File: config.mk
export PLATFORM = sky130hd
export DESIGN_NAME = bankers_request_and_safety_check_flat
export DESIGN_NICKNAME = d
export VERILOG_FILES = /design/src/rtl/brsc_pkg.sv /design/src/rtl/brsc_if.sv /design/src/rtl/brsc_datapath.sv /design/src/rtl/brsc_controller.sv /design/src/rtl/bankers_request_and_safety_check.sv /design/src/flat_wrapper.sv
export SDC_FILE = /design/constraint.sdc
export NUM_CORES = 2
export LEC_CHECK = 0
export BUFFER_PORTS_ARGS = -buffer_cell sky130_fd_sc_hd__buf_2
export CORE_ASPECT_RATIO = 1.2
export CORE_MARGIN = 2
export CORE_UTILIZATION = 65
export DETAILED_ROUTE_END_ITERATION = 8
export GPL_TIMING_DRIVEN = 0
export PLACE_DENSITY = 0.87
export SYNTH_ARGS = -nofsm -noshare
export SYNTH_HDL_FRONTEND = slang
export SYNTH_SLANG_ARGS = --single-unit
export TNS_END_PERCENT = 30
File: constraint.sdc
create_clock -name i_clk -period 10.85 [get_ports i_clk]
set_input_delay 0.5425 -clock i_clk [delete_from_list [all_inputs] [get_ports i_clk]]
set_output_delay 0.5425 -clock i_clk [all_outputs]
set_load 0.05 [all_outputs]
File: src/rtl/brsc_pkg.sv
package brsc_pkg;

    localparam int NUM_PROCESSES = 8;
    localparam int NUM_RESOURCES = 4;

    localparam int CMD_W    = 3;
    localparam int PROC_W   = 4;
    localparam int RES_W    = 3;
    localparam int AMT_W    = 8;
    localparam int STATUS_W = 3;
    localparam int WORK_W   = 13;

    localparam int PIDX_W = (NUM_PROCESSES > 1) ? $clog2(NUM_PROCESSES) : 1;
    localparam int RIDX_W = (NUM_RESOURCES > 1) ? $clog2(NUM_RESOURCES) : 1;
    localparam int CNT_W  = $clog2(NUM_PROCESSES + 1);

    localparam logic [CMD_W-1:0] CMD_WR_MAX   = 3'd0;
    localparam logic [CMD_W-1:0] CMD_WR_ALLOC = 3'd1;
    localparam logic [CMD_W-1:0] CMD_WR_AVAIL = 3'd2;
    localparam logic [CMD_W-1:0] CMD_STAGE    = 3'd3;
    localparam logic [CMD_W-1:0] CMD_EVAL     = 3'd4;

    localparam logic [STATUS_W-1:0] ST_DONE    = 3'd0;
    localparam logic [STATUS_W-1:0] ST_GRANTED = 3'd1;
    localparam logic [STATUS_W-1:0] ST_CLAIM   = 3'd2;
    localparam logic [STATUS_W-1:0] ST_AVAIL   = 3'd3;
    localparam logic [STATUS_W-1:0] ST_UNSAFE  = 3'd4;

    // Commands from the controller to the datapath.
    typedef struct packed {
        logic accept;
        logic check;
        logic scan;
        logic undo;
        logic report;
        logic emit;
    } t_dp_ctrl;

    // Status from the datapath to the controller.
    typedef struct packed {
        logic out_free;
        logic check_fail;
        logic scan_done;
        logic scan_dead;
        logic emit_last;
    } t_dp_status;

endpackage

File: src/rtl/brsc_if.sv
interface brsc_req_if
    import brsc_pkg::*;
();
    logic              valid;
    logic              ready;
    logic [CMD_W-1:0]  command;
    logic [PROC_W-1:0] process;
    logic [RES_W-1:0]  resource;
    logic [AMT_W-1:0]  amount;

    modport source (output valid, command, process, resource, amount, input ready);
    modport sink   (input valid, command, process, resource, amount, output ready);
endinterface

interface brsc_rsp_if
    import brsc_pkg::*;
();
    logic                valid;
    logic                ready;
    logic [STATUS_W-1:0] status;
    logic [PROC_W-1:0]   sequence_process;
    logic                last;

    modport source (output valid, status, sequence_process, last, input ready);
    modport sink   (input valid, status, sequence_process, last, output ready);
endinterface

File: src/rtl/brsc_datapath.sv
module brsc_datapath
    import brsc_pkg::*;
(
    input  logic                i_clk,
    input  logic                i_rst_n,
    input  t_dp_ctrl            i_ctl,
    output t_dp_status          o_sts,
    input  logic [CMD_W-1:0]    i_command,
    input  logic [PROC_W-1:0]   i_process,
    input  logic [RES_W-1:0]    i_resource,
    input  logic [AMT_W-1:0]    i_amount,
    output logic                o_valid,
    input  logic                i_ready,
    output logic [STATUS_W-1:0] o_status,
    output logic [PROC_W-1:0]   o_sequence_process,
    output logic                o_last
);

    function automatic logic [AMT_W-1:0] f_need(input logic [AMT_W-1:0] m,
                                                input logic [AMT_W-1:0] a);
        return (m > a) ? (m - a) : '0;
    endfunction

    logic [AMT_W-1:0]  r_max   [NUM_PROCESSES][NUM_RESOURCES];
    logic [AMT_W-1:0]  r_alloc [NUM_PROCESSES][NUM_RESOURCES];
    logic [AMT_W-1:0]  r_avail [NUM_RESOURCES];
    logic [AMT_W-1:0]  r_req   [NUM_RESOURCES];
    logic [WORK_W-1:0] r_work  [NUM_RESOURCES];
    logic [NUM_PROCESSES-1:0] r_finished;
    logic [PROC_W-1:0] r_seq   [NUM_PROCESSES];

    logic [PROC_W-1:0]   r_proc;
    logic [PIDX_W-1:0]   r_idx;
    logic [CNT_W-1:0]    r_count;
    logic                r_progress;
    logic [PIDX_W-1:0]   r_emit_k;
    logic [STATUS_W-1:0] r_code;

    logic                r_out_valid;
    logic [STATUS_W-1:0] r_out_status;
    logic [PROC_W-1:0]   r_out_seq;
    logic                r_out_last;

    logic [PIDX_W-1:0] w_pidx;
    logic [PIDX_W-1:0] w_in_pidx;
    logic [RIDX_W-1:0] w_in_ridx;
    logic              w_p_ok;
    logic              w_in_p_ok;
    logic              w_in_r_ok;
    logic              w_claim_fail;
    logic              w_avail_fail;
    logic              w_fits;
    logic              w_scan_end;
    logic [AMT_W-1:0]  w_avail_less [NUM_RESOURCES];

    assign w_pidx    = r_proc[PIDX_W-1:0];
    assign w_in_pidx = i_process[PIDX_W-1:0];
    assign w_in_ridx = i_resource[RIDX_W-1:0];
    assign w_p_ok    = {1'b0, r_proc} < (PROC_W+1)'(NUM_PROCESSES);
    assign w_in_p_ok = {1'b0, i_process} < (PROC_W+1)'(NUM_PROCESSES);
    assign w_in_r_ok = {1'b0, i_resource} < (RES_W+1)'(NUM_RESOURCES);

    always_comb begin
        w_claim_fail = !w_p_ok;
        w_avail_fail = 1'b0;
        w_fits       = !r_finished[r_idx];
        for (int j = 0; j < NUM_RESOURCES; j++) begin
            if (r_req[j] > f_need(r_max[w_pidx][j], r_alloc[w_pidx][j])) begin
                w_claim_fail = 1'b1;
            end
            if (r_req[j] > r_avail[j]) begin
                w_avail_fail = 1'b1;
            end
            if (WORK_W'(f_need(r_max[r_idx][j], r_alloc[r_idx][j])) > r_work[j]) begin
                w_fits = 1'b0;
            end
            w_avail_less[j] = r_avail[j] - r_req[j];
        end
    end

    assign w_scan_end = r_idx == PIDX_W'(NUM_PROCESSES - 1);

    assign o_sts.out_free   = !r_out_valid || i_ready;
    assign o_sts.check_fail = w_claim_fail || w_avail_fail;
    assign o_sts.scan_done  = w_fits && (r_count == CNT_W'(NUM_PROCESSES - 1));
    assign o_sts.scan_dead  = w_scan_end && !(r_progress || w_fits);
    assign o_sts.emit_last  = r_emit_k == PIDX_W'(NUM_PROCESSES - 1);

    // Tables: host writes, tentative apply and rollback of the request.
    always_ff @(posedge i_clk) begin
        if (!i_rst_n) begin
            for (int p = 0; p < NUM_PROCESSES; p++) begin
                for (int j = 0; j < NUM_RESOURCES; j++) begin
                    r_max[p][j]   <= '0;
                    r_alloc[p][j] <= '0;
                end
            end
            for (int j = 0; j < NUM_RESOURCES; j++) begin
                r_avail[j] <= '0;
                r_req[j]   <= '0;
            end
        end else if (i_ctl.accept) begin
            unique case (i_command)
                CMD_WR_MAX: begin
                    if (w_in_p_ok && w_in_r_ok) r_max[w_in_pidx][w_in_ridx] <= i_amount;
                end
                CMD_WR_ALLOC: begin
                    if (w_in_p_ok && w_in_r_ok) r_alloc[w_in_pidx][w_in_ridx] <= i_amount;
                end
                CMD_WR_AVAIL: begin
                    if (w_in_r_ok) r_avail[w_in_ridx] <= i_amount;
                end
                CMD_STAGE: begin
                    if (w_in_r_ok) r_req[w_in_ridx] <= i_amount;
                end
                default: begin
                end
            endcase
        end else if (i_ctl.check && !o_sts.check_fail) begin
            for (int j = 0; j < NUM_RESOURCES; j++) begin
                r_avail[j]        <= w_avail_less[j];
                r_alloc[w_pidx][j] <= r_alloc[w_pidx][j] + r_req[j];
            end
        end else if (i_ctl.undo) begin
            for (int j = 0; j < NUM_RESOURCES; j++) begin
                r_avail[j]        <= r_avail[j] + r_req[j];
                r_alloc[w_pidx][j] <= r_alloc[w_pidx][j] - r_req[j];
            end
        end
    end

    // Safety scan: one process per cycle, passes repeat in index order.
    always_ff @(posedge i_clk) begin
        if (!i_rst_n) begin
            r_finished <= '0;
            r_idx      <= '0;
            r_count    <= '0;
            r_progress <= 1'b0;
            r_emit_k   <= '0;
            r_code     <= ST_DONE;
            r_proc     <= '0;
        end else begin
            if (i_ctl.accept) begin
                r_proc <= i_process;
            end
            if (i_ctl.check) begin
                r_code     <= w_claim_fail ? ST_CLAIM : ST_AVAIL;
                r_finished <= '0;
                r_idx      <= '0;
                r_count    <= '0;
                r_progress <= 1'b0;
                r_emit_k   <= '0;
                for (int j = 0; j < NUM_RESOURCES; j++) begin
                    r_work[j] <= WORK_W'(w_avail_less[j]);
                end
            end
            if (i_ctl.scan) begin
                if (w_fits) begin
                    for (int j = 0; j < NUM_RESOURCES; j++) begin
                        r_work[j] <= r_work[j] + WORK_W'(r_alloc[r_idx][j]);
                    end
                    r_seq[r_count[PIDX_W-1:0]] <= PROC_W'(r_idx);
                    r_count             <= r_count + 1'b1;
                    r_finished[r_idx]   <= 1'b1;
                end
                if (w_scan_end) begin
                    r_idx      <= '0;
                    r_progress <= 1'b0;
                end else begin
                    r_idx      <= r_idx + 1'b1;
                    r_progress <= r_progress || w_fits;
                end
            end
            if (i_ctl.undo) begin
                r_code <= ST_UNSAFE;
            end
            if (i_ctl.emit) begin
                r_emit_k <= r_emit_k + 1'b1;
            end
        end
    end

    // Output register; the controller loads it only while it is free.
    always_ff @(posedge i_clk) begin
        if (!i_rst_n) begin
            r_out_valid <= 1'b0;
        end else if ((i_ctl.accept && (i_command != CMD_EVAL)) || i_ctl.report
                     || i_ctl.emit) begin
            r_out_valid <= 1'b1;
        end else if (i_ready) begin
            r_out_valid <= 1'b0;
        end
    end

    always_ff @(posedge i_clk) begin
        if (i_ctl.accept && (i_command != CMD_EVAL)) begin
            r_out_status <= ST_DONE;
            r_out_seq    <= '0;
            r_out_last   <= 1'b1;
        end else if (i_ctl.report) begin
            r_out_status <= r_code;
            r_out_seq    <= '0;
            r_out_last   <= 1'b1;
        end else if (i_ctl.emit) begin
            r_out_status <= ST_GRANTED;
            r_out_seq    <= r_seq[r_emit_k];
            r_out_last   <= o_sts.emit_last;
        end
    end

    assign o_valid            = r_out_valid;
    assign o_status           = r_out_status;
    assign o_sequence_process = r_out_seq;
    assign o_last             = r_out_last;

endmodule

File: src/rtl/brsc_controller.sv
module brsc_controller
    import brsc_pkg::*;
(
    input  logic       i_clk,
    input  logic       i_rst_n,
    input  logic       i_req_valid,
    input  logic       i_req_eval,
    output logic       o_req_ready,
    output t_dp_ctrl   o_ctl,
    input  t_dp_status i_sts
);

    typedef enum logic [5:0] {
        S_IDLE   = 6'b000001,
        S_CHECK  = 6'b000010,
        S_SCAN   = 6'b000100,
        S_UNDO   = 6'b001000,
        S_REPORT = 6'b010000,
        S_EMIT   = 6'b100000
    } t_state;

    t_state r_state;
    t_state n_state;

    assign o_req_ready = (r_state == S_IDLE) && i_sts.out_free;

    always_comb begin
        n_state = r_state;
        o_ctl   = '0;
        unique case (r_state)
            S_IDLE: begin
                o_ctl.accept = o_req_ready && i_req_valid;
                if (o_ctl.accept && i_req_eval) n_state = S_CHECK;
            end
            S_CHECK: begin
                o_ctl.check = 1'b1;
                n_state = i_sts.check_fail ? S_REPORT : S_SCAN;
            end
            S_SCAN: begin
                o_ctl.scan = 1'b1;
                if (i_sts.scan_done) begin
                    n_state = S_EMIT;
                end else if (i_sts.scan_dead) begin
                    n_state = S_UNDO;
                end
            end
            S_UNDO: begin
                o_ctl.undo = 1'b1;
                n_state = S_REPORT;
            end
            S_REPORT: begin
                if (i_sts.out_free) begin
                    o_ctl.report = 1'b1;
                    n_state = S_IDLE;
                end
            end
            S_EMIT: begin
                if (i_sts.out_free) begin
                    o_ctl.emit = 1'b1;
                    if (i_sts.emit_last) n_state = S_IDLE;
                end
            end
            default: begin
                n_state = S_IDLE;
            end
        endcase
    end

    always_ff @(posedge i_clk) begin
        if (!i_rst_n) begin
            r_state <= S_IDLE;
        end else begin
            r_state <= n_state;
        end
    end

endmodule

File: src/rtl/bankers_request_and_safety_check.sv
// Banker's-algorithm request checker.
// i_req carries commands: writes of the max-claim table, the allocation table,
// the available vector and the staged request, and evaluate for one process.
// o_rsp returns results; the last result of each command has last set.
// A table write or staging command gives one result with status done in the
// cycle after acceptance, and such commands may follow one another every cycle
// while the receiver keeps ready high. Evaluate runs the claim and available
// checks in the check state; a rejection goes on through the report state to
// the output register. A passing request is applied and the safety scan tests
// one process per cycle against the work vector. A safe request then emits
// NUM_PROCESSES granted results, one per cycle while ready is high, in
// safe-sequence order; an unsafe one is rolled back in the undo state and
// reports status unsafe. No new command is taken until an evaluate is done.
// Reset clears all tables and drops o_rsp.valid. When the receiver holds
// ready low the result stays in the output register and the block waits.
module bankers_request_and_safety_check
    import brsc_pkg::*;
(
    input  logic            i_clk,
    input  logic            i_rst_n,
    brsc_req_if.sink        i_req,
    brsc_rsp_if.source      o_rsp
);

    t_dp_ctrl   w_ctl;
    t_dp_status w_sts;
    logic       w_req_eval;

    assign w_req_eval = i_req.command == CMD_EVAL;

    brsc_controller u_ctrl (
        .i_clk       (i_clk),
        .i_rst_n     (i_rst_n),
        .i_req_valid (i_req.valid),
        .i_req_eval  (w_req_eval),
        .o_req_ready (i_req.ready),
        .o_ctl       (w_ctl),
        .i_sts       (w_sts)
    );

    brsc_datapath u_dp (
        .i_clk              (i_clk),
        .i_rst_n            (i_rst_n),
        .i_ctl              (w_ctl),
        .o_sts              (w_sts),
        .i_command          (i_req.command),
        .i_process          (i_req.process),
        .i_resource         (i_req.resource),
        .i_amount           (i_req.amount),
        .o_valid            (o_rsp.valid),
        .i_ready            (o_rsp.ready),
        .o_status           (o_rsp.status),
        .o_sequence_process (o_rsp.sequence_process),
        .o_last             (o_rsp.last)
    );

endmodule

File: src/flat_wrapper.sv
// flat-port wrapper written by rule: the top's interface ports become plain ports
module bankers_request_and_safety_check_flat import brsc_pkg::*;
  (i_clk, i_rst_n, i_req_valid, i_req_command, i_req_process, i_req_resource, i_req_amount, i_req_ready, o_rsp_valid, o_rsp_status, o_rsp_sequence_process, o_rsp_last, o_rsp_ready);
  brsc_req_if i_req_i ();
  brsc_rsp_if o_rsp_i ();
  input  logic i_clk;
  input  logic i_rst_n;
  input wire logic [$bits(i_req_i.valid)-1:0] i_req_valid;
  input wire logic [$bits(i_req_i.command)-1:0] i_req_command;
  input wire logic [$bits(i_req_i.process)-1:0] i_req_process;
  input wire logic [$bits(i_req_i.resource)-1:0] i_req_resource;
  input wire logic [$bits(i_req_i.amount)-1:0] i_req_amount;
  output wire logic [$bits(i_req_i.ready)-1:0] i_req_ready;
  output wire logic [$bits(o_rsp_i.valid)-1:0] o_rsp_valid;
  output wire logic [$bits(o_rsp_i.status)-1:0] o_rsp_status;
  output wire logic [$bits(o_rsp_i.sequence_process)-1:0] o_rsp_sequence_process;
  output wire logic [$bits(o_rsp_i.last)-1:0] o_rsp_last;
  input wire logic [$bits(o_rsp_i.ready)-1:0] o_rsp_ready;
  assign i_req_i.valid = i_req_valid;
  assign i_req_i.command = i_req_command;
  assign i_req_i.process = i_req_process;
  assign i_req_i.resource = i_req_resource;
  assign i_req_i.amount = i_req_amount;
  assign i_req_ready = i_req_i.ready;
  assign o_rsp_valid = o_rsp_i.valid;
  assign o_rsp_status = o_rsp_i.status;
  assign o_rsp_sequence_process = o_rsp_i.sequence_process;
  assign o_rsp_last = o_rsp_i.last;
  assign o_rsp_i.ready = o_rsp_ready;
  bankers_request_and_safety_check u_core (.i_clk(i_clk), .i_rst_n(i_rst_n), .i_req(i_req_i), .o_rsp(o_rsp_i));
endmodule
[Word-level counts from Yosys, hierarchy flattened]
Memories as Yosys holds them, arrays and structs flattened. A register that Yosys moved wholly into a read port is not among the register bits.
Index checks and enable logic that the tools add are counted.
Word-level totals
  register bits: 41
  RAM bits: 652
  bits of input ports: 22
  output and inout port bits: 10
  word-level logic and storage cells: 285
  memories: 6
Cells by class
  add/sub/neg operators: 31
  $lt $le $gt $ge: 27
  equal/unequal tests: 19
  mux-type cells: 136
  bitwise operators: 19
  reductions and logical operators: 34
Memories
  u_core.u_dp.r_alloc: words 8, width 32, read ports 2, clocked after memory_dff 2, write ports 8, line brsc_datapath.sv:25  | logic [AMT_W-1:0] r_alloc [NUM_PROCESSES][NUM_RESOURCES];
  u_core.u_dp.r_max: words 8, width 32, read ports 2, clocked after memory_dff 2, write ports 8, line brsc_datapath.sv:24  | logic [AMT_W-1:0] r_max [NUM_PROCESSES][NUM_RESOURCES];
  u_core.u_dp.r_work: words 4, width 13, read ports 4, clocked after memory_dff 0, write ports 4, line brsc_datapath.sv:28  | logic [WORK_W-1:0] r_work [NUM_RESOURCES];
  u_core.u_dp.r_avail: words 4, width 8, read ports 4, clocked after memory_dff 0, write ports 4, line brsc_datapath.sv:26  | logic [AMT_W-1:0] r_avail [NUM_RESOURCES];
  u_core.u_dp.r_req: words 4, width 8, read ports 4, clocked after memory_dff 0, write ports 4, line brsc_datapath.sv:27  | logic [AMT_W-1:0] r_req [NUM_RESOURCES];
  u_core.u_dp.r_seq: words 8, width 3, read ports 1, clocked after memory_dff 1, write ports 1, line brsc_datapath.sv:30  | logic [PROC_W-1:0] r_seq [NUM_PROCESSES];
Operators by type and width (count)
  32-bit 2-to-1 mux: 8
  8-bit 2-to-1 mux: 27
  8-bit > comparator: 16
  8-bit subtractor: 16
  32-bit OR reduction: 3
  8-bit adder: 8
  1-bit 2-to-1 mux: 62
  3-bit 2-to-1 mux: 19
  13-bit by 8-bit adder with 13-bit output: 4
  8-bit by 13-bit > comparator with 1-bit output: 4
  13-bit 2-to-1 mux: 4
  6-bit 2-to-1 mux: 6
  6-bit one-hot mux with 6 select lines: 1
  8-bit demux with 2-bit select: 1
  1-bit bitwise OR: 16
  8-bit OR reduction: 2
  4-bit 2-to-1 mux: 3
  1-bit logical AND: 10
  2-bit nonzero test: 5
  3-bit equality test (second input constant): 3
  4-bit < comparator (second input constant): 2
  8-bit bitwise OR: 1
  3-bit by 1-bit adder with 3-bit output (second input constant): 2
  3-bit by 2-bit equality test with 1-bit output (second input constant): 2
  28 further kinds: 41

[Logic depth before layout (Yosys ltp)]
  word-level depth: 17
  depth in mapped cells: 29
  mapped depth without buffers: 24

[Cells and area by module]
Synthesis repeated with hierarchy kept, for this count alone.
Unflattened totals
  cells, all modules: 3674
  area total of the unflattened synthesis: 44332.5 µm²
By module, submodules not included
  brsc_datapath: times used 1, cells each 3630, area an instance 43973.4 µm², seq. area each 20379.5 µm²
  brsc_controller: times used 1, cells each 43, area an instance 346.6 µm², seq. area each 120.1 µm²
  bankers_request_and_safety_check: times used 1, cells each 1, area an instance 12.5 µm², seq. area each 0.0 µm²

[Least setup slack after synthesis]
Ideal clock, no wire load.
  path kind: flip-flop to flip-flop
  from: reg (tool-made name)
  to: mem u_core.u_dp.r_work[0][0] (enable)
  library setup time: 0.462 ns
  arrival time: 7.482 ns
  required time: 10.388 ns
  slack: 2.906 ns
  cell stages (with the launch flop): 25
  buffers on the path: 2
  period minus slack after synthesis: 7.944 ns
  cells stage by stage: dfxtp_1 -> clkbuf_1 -> buf_1 -> mux4_2 -> mux2i_1 -> ha_1 -> inv_1 -> fa_1 -> a21o_1 -> a21o_1 -> a21o_1 -> a21oi_1 -> nor2b_1 -> o21a_1 -> o22ai_1 -> nor2_1 -> ha_1 -> nor2b_1 -> o21a_1 -> o211ai_1 -> a311o_1 -> nand4_1 -> nor2_1 -> nor2_1 -> nor2_1
RTL lines (line)
  end: declaration: brsc_datapath.sv:28

==> flow_summary.json <==
{
  "netlist_area_sq_um": 44450,
  "hp-start": "i_req_process[3]",
  "post-route-util_pct": 70.52,
  "crit_required_ns": 11.19,
  "timing.slew.headroom_pct": -1.579,
  "setup_ws_ns": 0.9889,
  "yosysMostFrequentCell": "edfxtp_1",
  "cp-start-kind": "register",
  "min_delay_worst_endpoint": "u_core.u_dp.r_proc[3]",
  "area_growth_pct": 7.969,
  "nets": 4093,
  "dp_slack_ns": 1.554,
  "place.gp.congestion": 1.083,
  "clk_pin_slew_ns": 0.06,
  "synth_fp_nets": 3992,
  "synth_commonest_cells": "edfxtp_1, nor2_1, mux4_2",
  "vias": 32843,
  "final_layout_size_suffix_gt1_share_pct": 15.03,
  "fin_crit_ns": 9.861,
  "outcome": "complete, but fails checks",
  "path_max_fanout": 10,
  "remaining_drc_errors": 0,
  "total_power_mw": 7.949,
  "cp-end-kind": "register",
  "grt_usage_pct": 40.70,
  "clk_path_buf_depth": 3,
  "cts_resized": 0,
  "final.fill_count": 4591,
  "dieArea_sq_um": 70500,
  "hold_viol": 0,
  "wire_per_inst_um": 29.97,
  "core_sq_um": 68050,
  "grt_pass1_wl_um": 208300,
  "timing.fmax_mhz": 101.4,
  "reg2reg_slack_ns": 0.99,
  "grt-ovfl-total": 0,
  "stdcell_area_sq_um": 47990,
  "ant_nets": 0,
  "synthTopCellsByArea": "edfxtp_1, mux4_2, ha_1",
  "p_leak_nw": 18.07,
  "yosysSeqAreaShare_pct": 46.12,
  "worst_pin_slew_ns": 1.508,
  "synth_top_area_share_pct": 44.05,
  "routed_wirelength_um": 142500,
  "fin_worst_skew_ns": 0.01889,
  "hp-class": "input port to register",
  "insertion_delay_ns": 0.64,
  "slew_violations": 9,
  "peakVddDrop_mv": 0.1360,
  "rsz0062_at_grt": "false",
  "viasPerCell": 6.906,
  "fin_crit_sh_pct": 90.89,
  "tritoncts": "built",
  "critical_path_class": "register to register",
  "clockRootBuffer": "clkbuf_16",
  "ys_warn_count": 0,
  "row_count": 105,
  "yosys.area.top_type": "edfxtp_1",
  "cts_buffers": 71,
  "setup-violations-final": 0,
  "dieHeight_um": 290.5,
  "grt_pass1_vias": 33109,
  "synth_edf_count": 652,
  "avgSynthCellArea_sq_um": 12.05,
  "tns_ns": 0,
  "r2r-end": "u_core.u_dp.r_alloc[6][8]",
  "synth.distinct_cells": 78,
  "die_w_um": 242.7,
  "place.port_buffers": 26,
  "io-pin-count": 32,
  "grt_max_degree": 28,
  "reg2reg_depth": 27,
  "ys_ff_latch": 698,
  "place_area_sq_um": 45740,
  "start_util_pct": 65.32,
  "drtPass1Iterations": 8,
  "hold_path_depth": 3,
  "ys.flop_type": "edfxtp_1",
  "cts.sinks": 698,
  "violations": "capacitance limit, slew limit",
  "dp_hpwl_um": 107500,
  "drv_cap": 1,
  "netlist_instances": 3689,
  "dr.first_iter.drc_count": 4545,
  "antenna_found_initial": 6,
  "power_density_nw_per_um2": 165.6,
  "cts_setup_buffers": 0,
  "cts_hold_buf": 0,
  "cts_max_level": 3,
  "cp.arrival_ns": 10.20,
  "async_flop_share_pct": 0
}
==> through the flow <==
| step | std cells | hold WS [ns] |
|---|---|---|
| after detailed placement | 4625 | 0.4385 |
| after floorplan | 3689 | 0.4187 |
| after global placement | 4624 | 0.4294 |
| after CTS | 4753 | 0.2539 |
| final | 4756 | 0.2579 |
| after global routing | 4755 | 0.2778 |
==> registers in the layout, summed over array words and instances (netlist names), named ones only <==
signal and flops:
u_core.u_ctrl.r_state 6, u_core.u_dp.o_last 1, u_core.u_dp.o_sequence_process 3, u_core.u_dp.o_status 3
u_core.u_dp.o_valid 1, u_core.u_dp.r_alloc 256, u_core.u_dp.r_avail 32, u_core.u_dp.r_code 3
u_core.u_dp.r_count 4, u_core.u_dp.r_emit_k 3, u_core.u_dp.r_finished 8, u_core.u_dp.r_idx 3
u_core.u_dp.r_max 256, u_core.u_dp.r_proc 4, u_core.u_dp.r_progress 1, u_core.u_dp.r_req 32
u_core.u_dp.r_seq 24, u_core.u_dp.r_work 52
==> worst max-delay path, stage by stage (launching register included) <==
cell	delay, ns
dfxtp_1	0.34
clkbuf_1	0.74
clkbuf_1	0.59
clkbuf_1	1.03
mux4_2	0.46
mux2i_1	0.65
ha_1	0.27
inv_1	0.07
fa_1	0.45
a21o_1	0.20
a21o_1	0.20
a21o_1	0.18
a21oi_1	0.22
nor2b_1	0.08
o21a_1	0.17
o22a_1	0.28
nand2_1	0.11
ha_1	0.23
nor2b_1	0.14
o211ai_1	0.16
a21oi_1	0.08
o21ai_0	0.34
nand4_1	0.43
nor3_4	0.62
o21ai_2	0.23
buf_2	0.34
mux2i_1	0.82
nor2_1	0.12
==> cells by family after synthesis <==
family | after synthesis | synth area share (%)
mux | 443 | 17.82
flops | 698 | 46.12
simple gates | 1169 | 12.82
other cells | 1 | 0.008437
xor+xnor | 175 | 3.448
buf+inv | 394 | 3.513
fa+ha+maj | 281 | 8.315
compound gates | 528 | 7.958
==> cells in the final DEF (no fill, tap or decap), types with 39 or more instances in the layout <==
cell type | netlist | routed
xnor2_1 | 113 | 113
nand2_1 | 175 | 175
and2_1 | 260 | 260
inv_1 | 195 | 195
nor3_1 | 40 | 40
mux2i_1 | 90 | 90
buf_2 | 24 | 50
clkbuf_1 | 126 | 139
xor2_1 | 62 | 62
clkbuf_16 | 0 | 74
nor2b_1 | 54 | 54
buf_1 | 40 | 39
edfxtp_1 | 652 | 652
mux2_2 | 61 | 61
mux4_2 | 264 | 264
a21oi_1 | 113 | 113
nor2_1 | 484 | 483
a21o_1 | 104 | 104
ha_1 | 257 | 257
dfxtp_1 | 46 | 46
o21ai_0 | 121 | 114
==> where the power goes <==
| group | switching [mW] | internal (mW) | leakage, nW |
|---|---|---|---|
| registers | 0.0722 | 3.04 | 7.01 |
| logic | 1.44 | 0.955 | 9.98 |
| clock network | 1.09 | 1.35 | 1.08 |
| total | 2.60 | 5.35 | 18.1 |
==> cell type report <==
class                           count  area [sq um]  area share (%)
Multi-Input combinational cell   2597         22400           46.67
Sequential cell                   698         20500           42.72
Clock buffer                       87          1901           3.960
Tap cell                          909          1137           2.370
Buffer                            199         830.8           1.731
Inverter                          195         732.0           1.525
Clock inverter                     41         325.3          0.6779
Timing Repair Buffer               28         165.2          0.3441
Antenna cell                        2         5.005         0.01043
==> metal layers <==
metal | routed length (um) | vias to the layer above | global-route usage [%] | part of all wire, %
li1 | - | 13826 | - | -
met1 | 45040 | 15739 | 46.11 | 32
met2 | 63600 | 2516 | 62.86 | 45
met3 | 19330 | 750 | 13.98 | 14
met4 | 14470 | 12 | 32.95 | 10
met5 | 105 | - | 0 | 0.074
==> worst max-delay path by stage <==
stage                  start                    endpoint  slack (ns)  cells after the start
floorplan           register    u_core.u_dp.r_work[0][0]        2.91                     24
global placement    register    u_core.u_dp.r_work[0][4]       -0.18                     24
detailed placement  register  u_core.u_dp.r_alloc[3][29]        1.55                     28
CTS                 register  u_core.u_dp.r_alloc[3][29]        1.59                     27
global route        register   u_core.u_dp.r_alloc[1][8]        1.09                     27
finish              register   u_core.u_dp.r_alloc[6][8]        0.99                     27
Note: power is estimated with default switching activity, not from simulation.
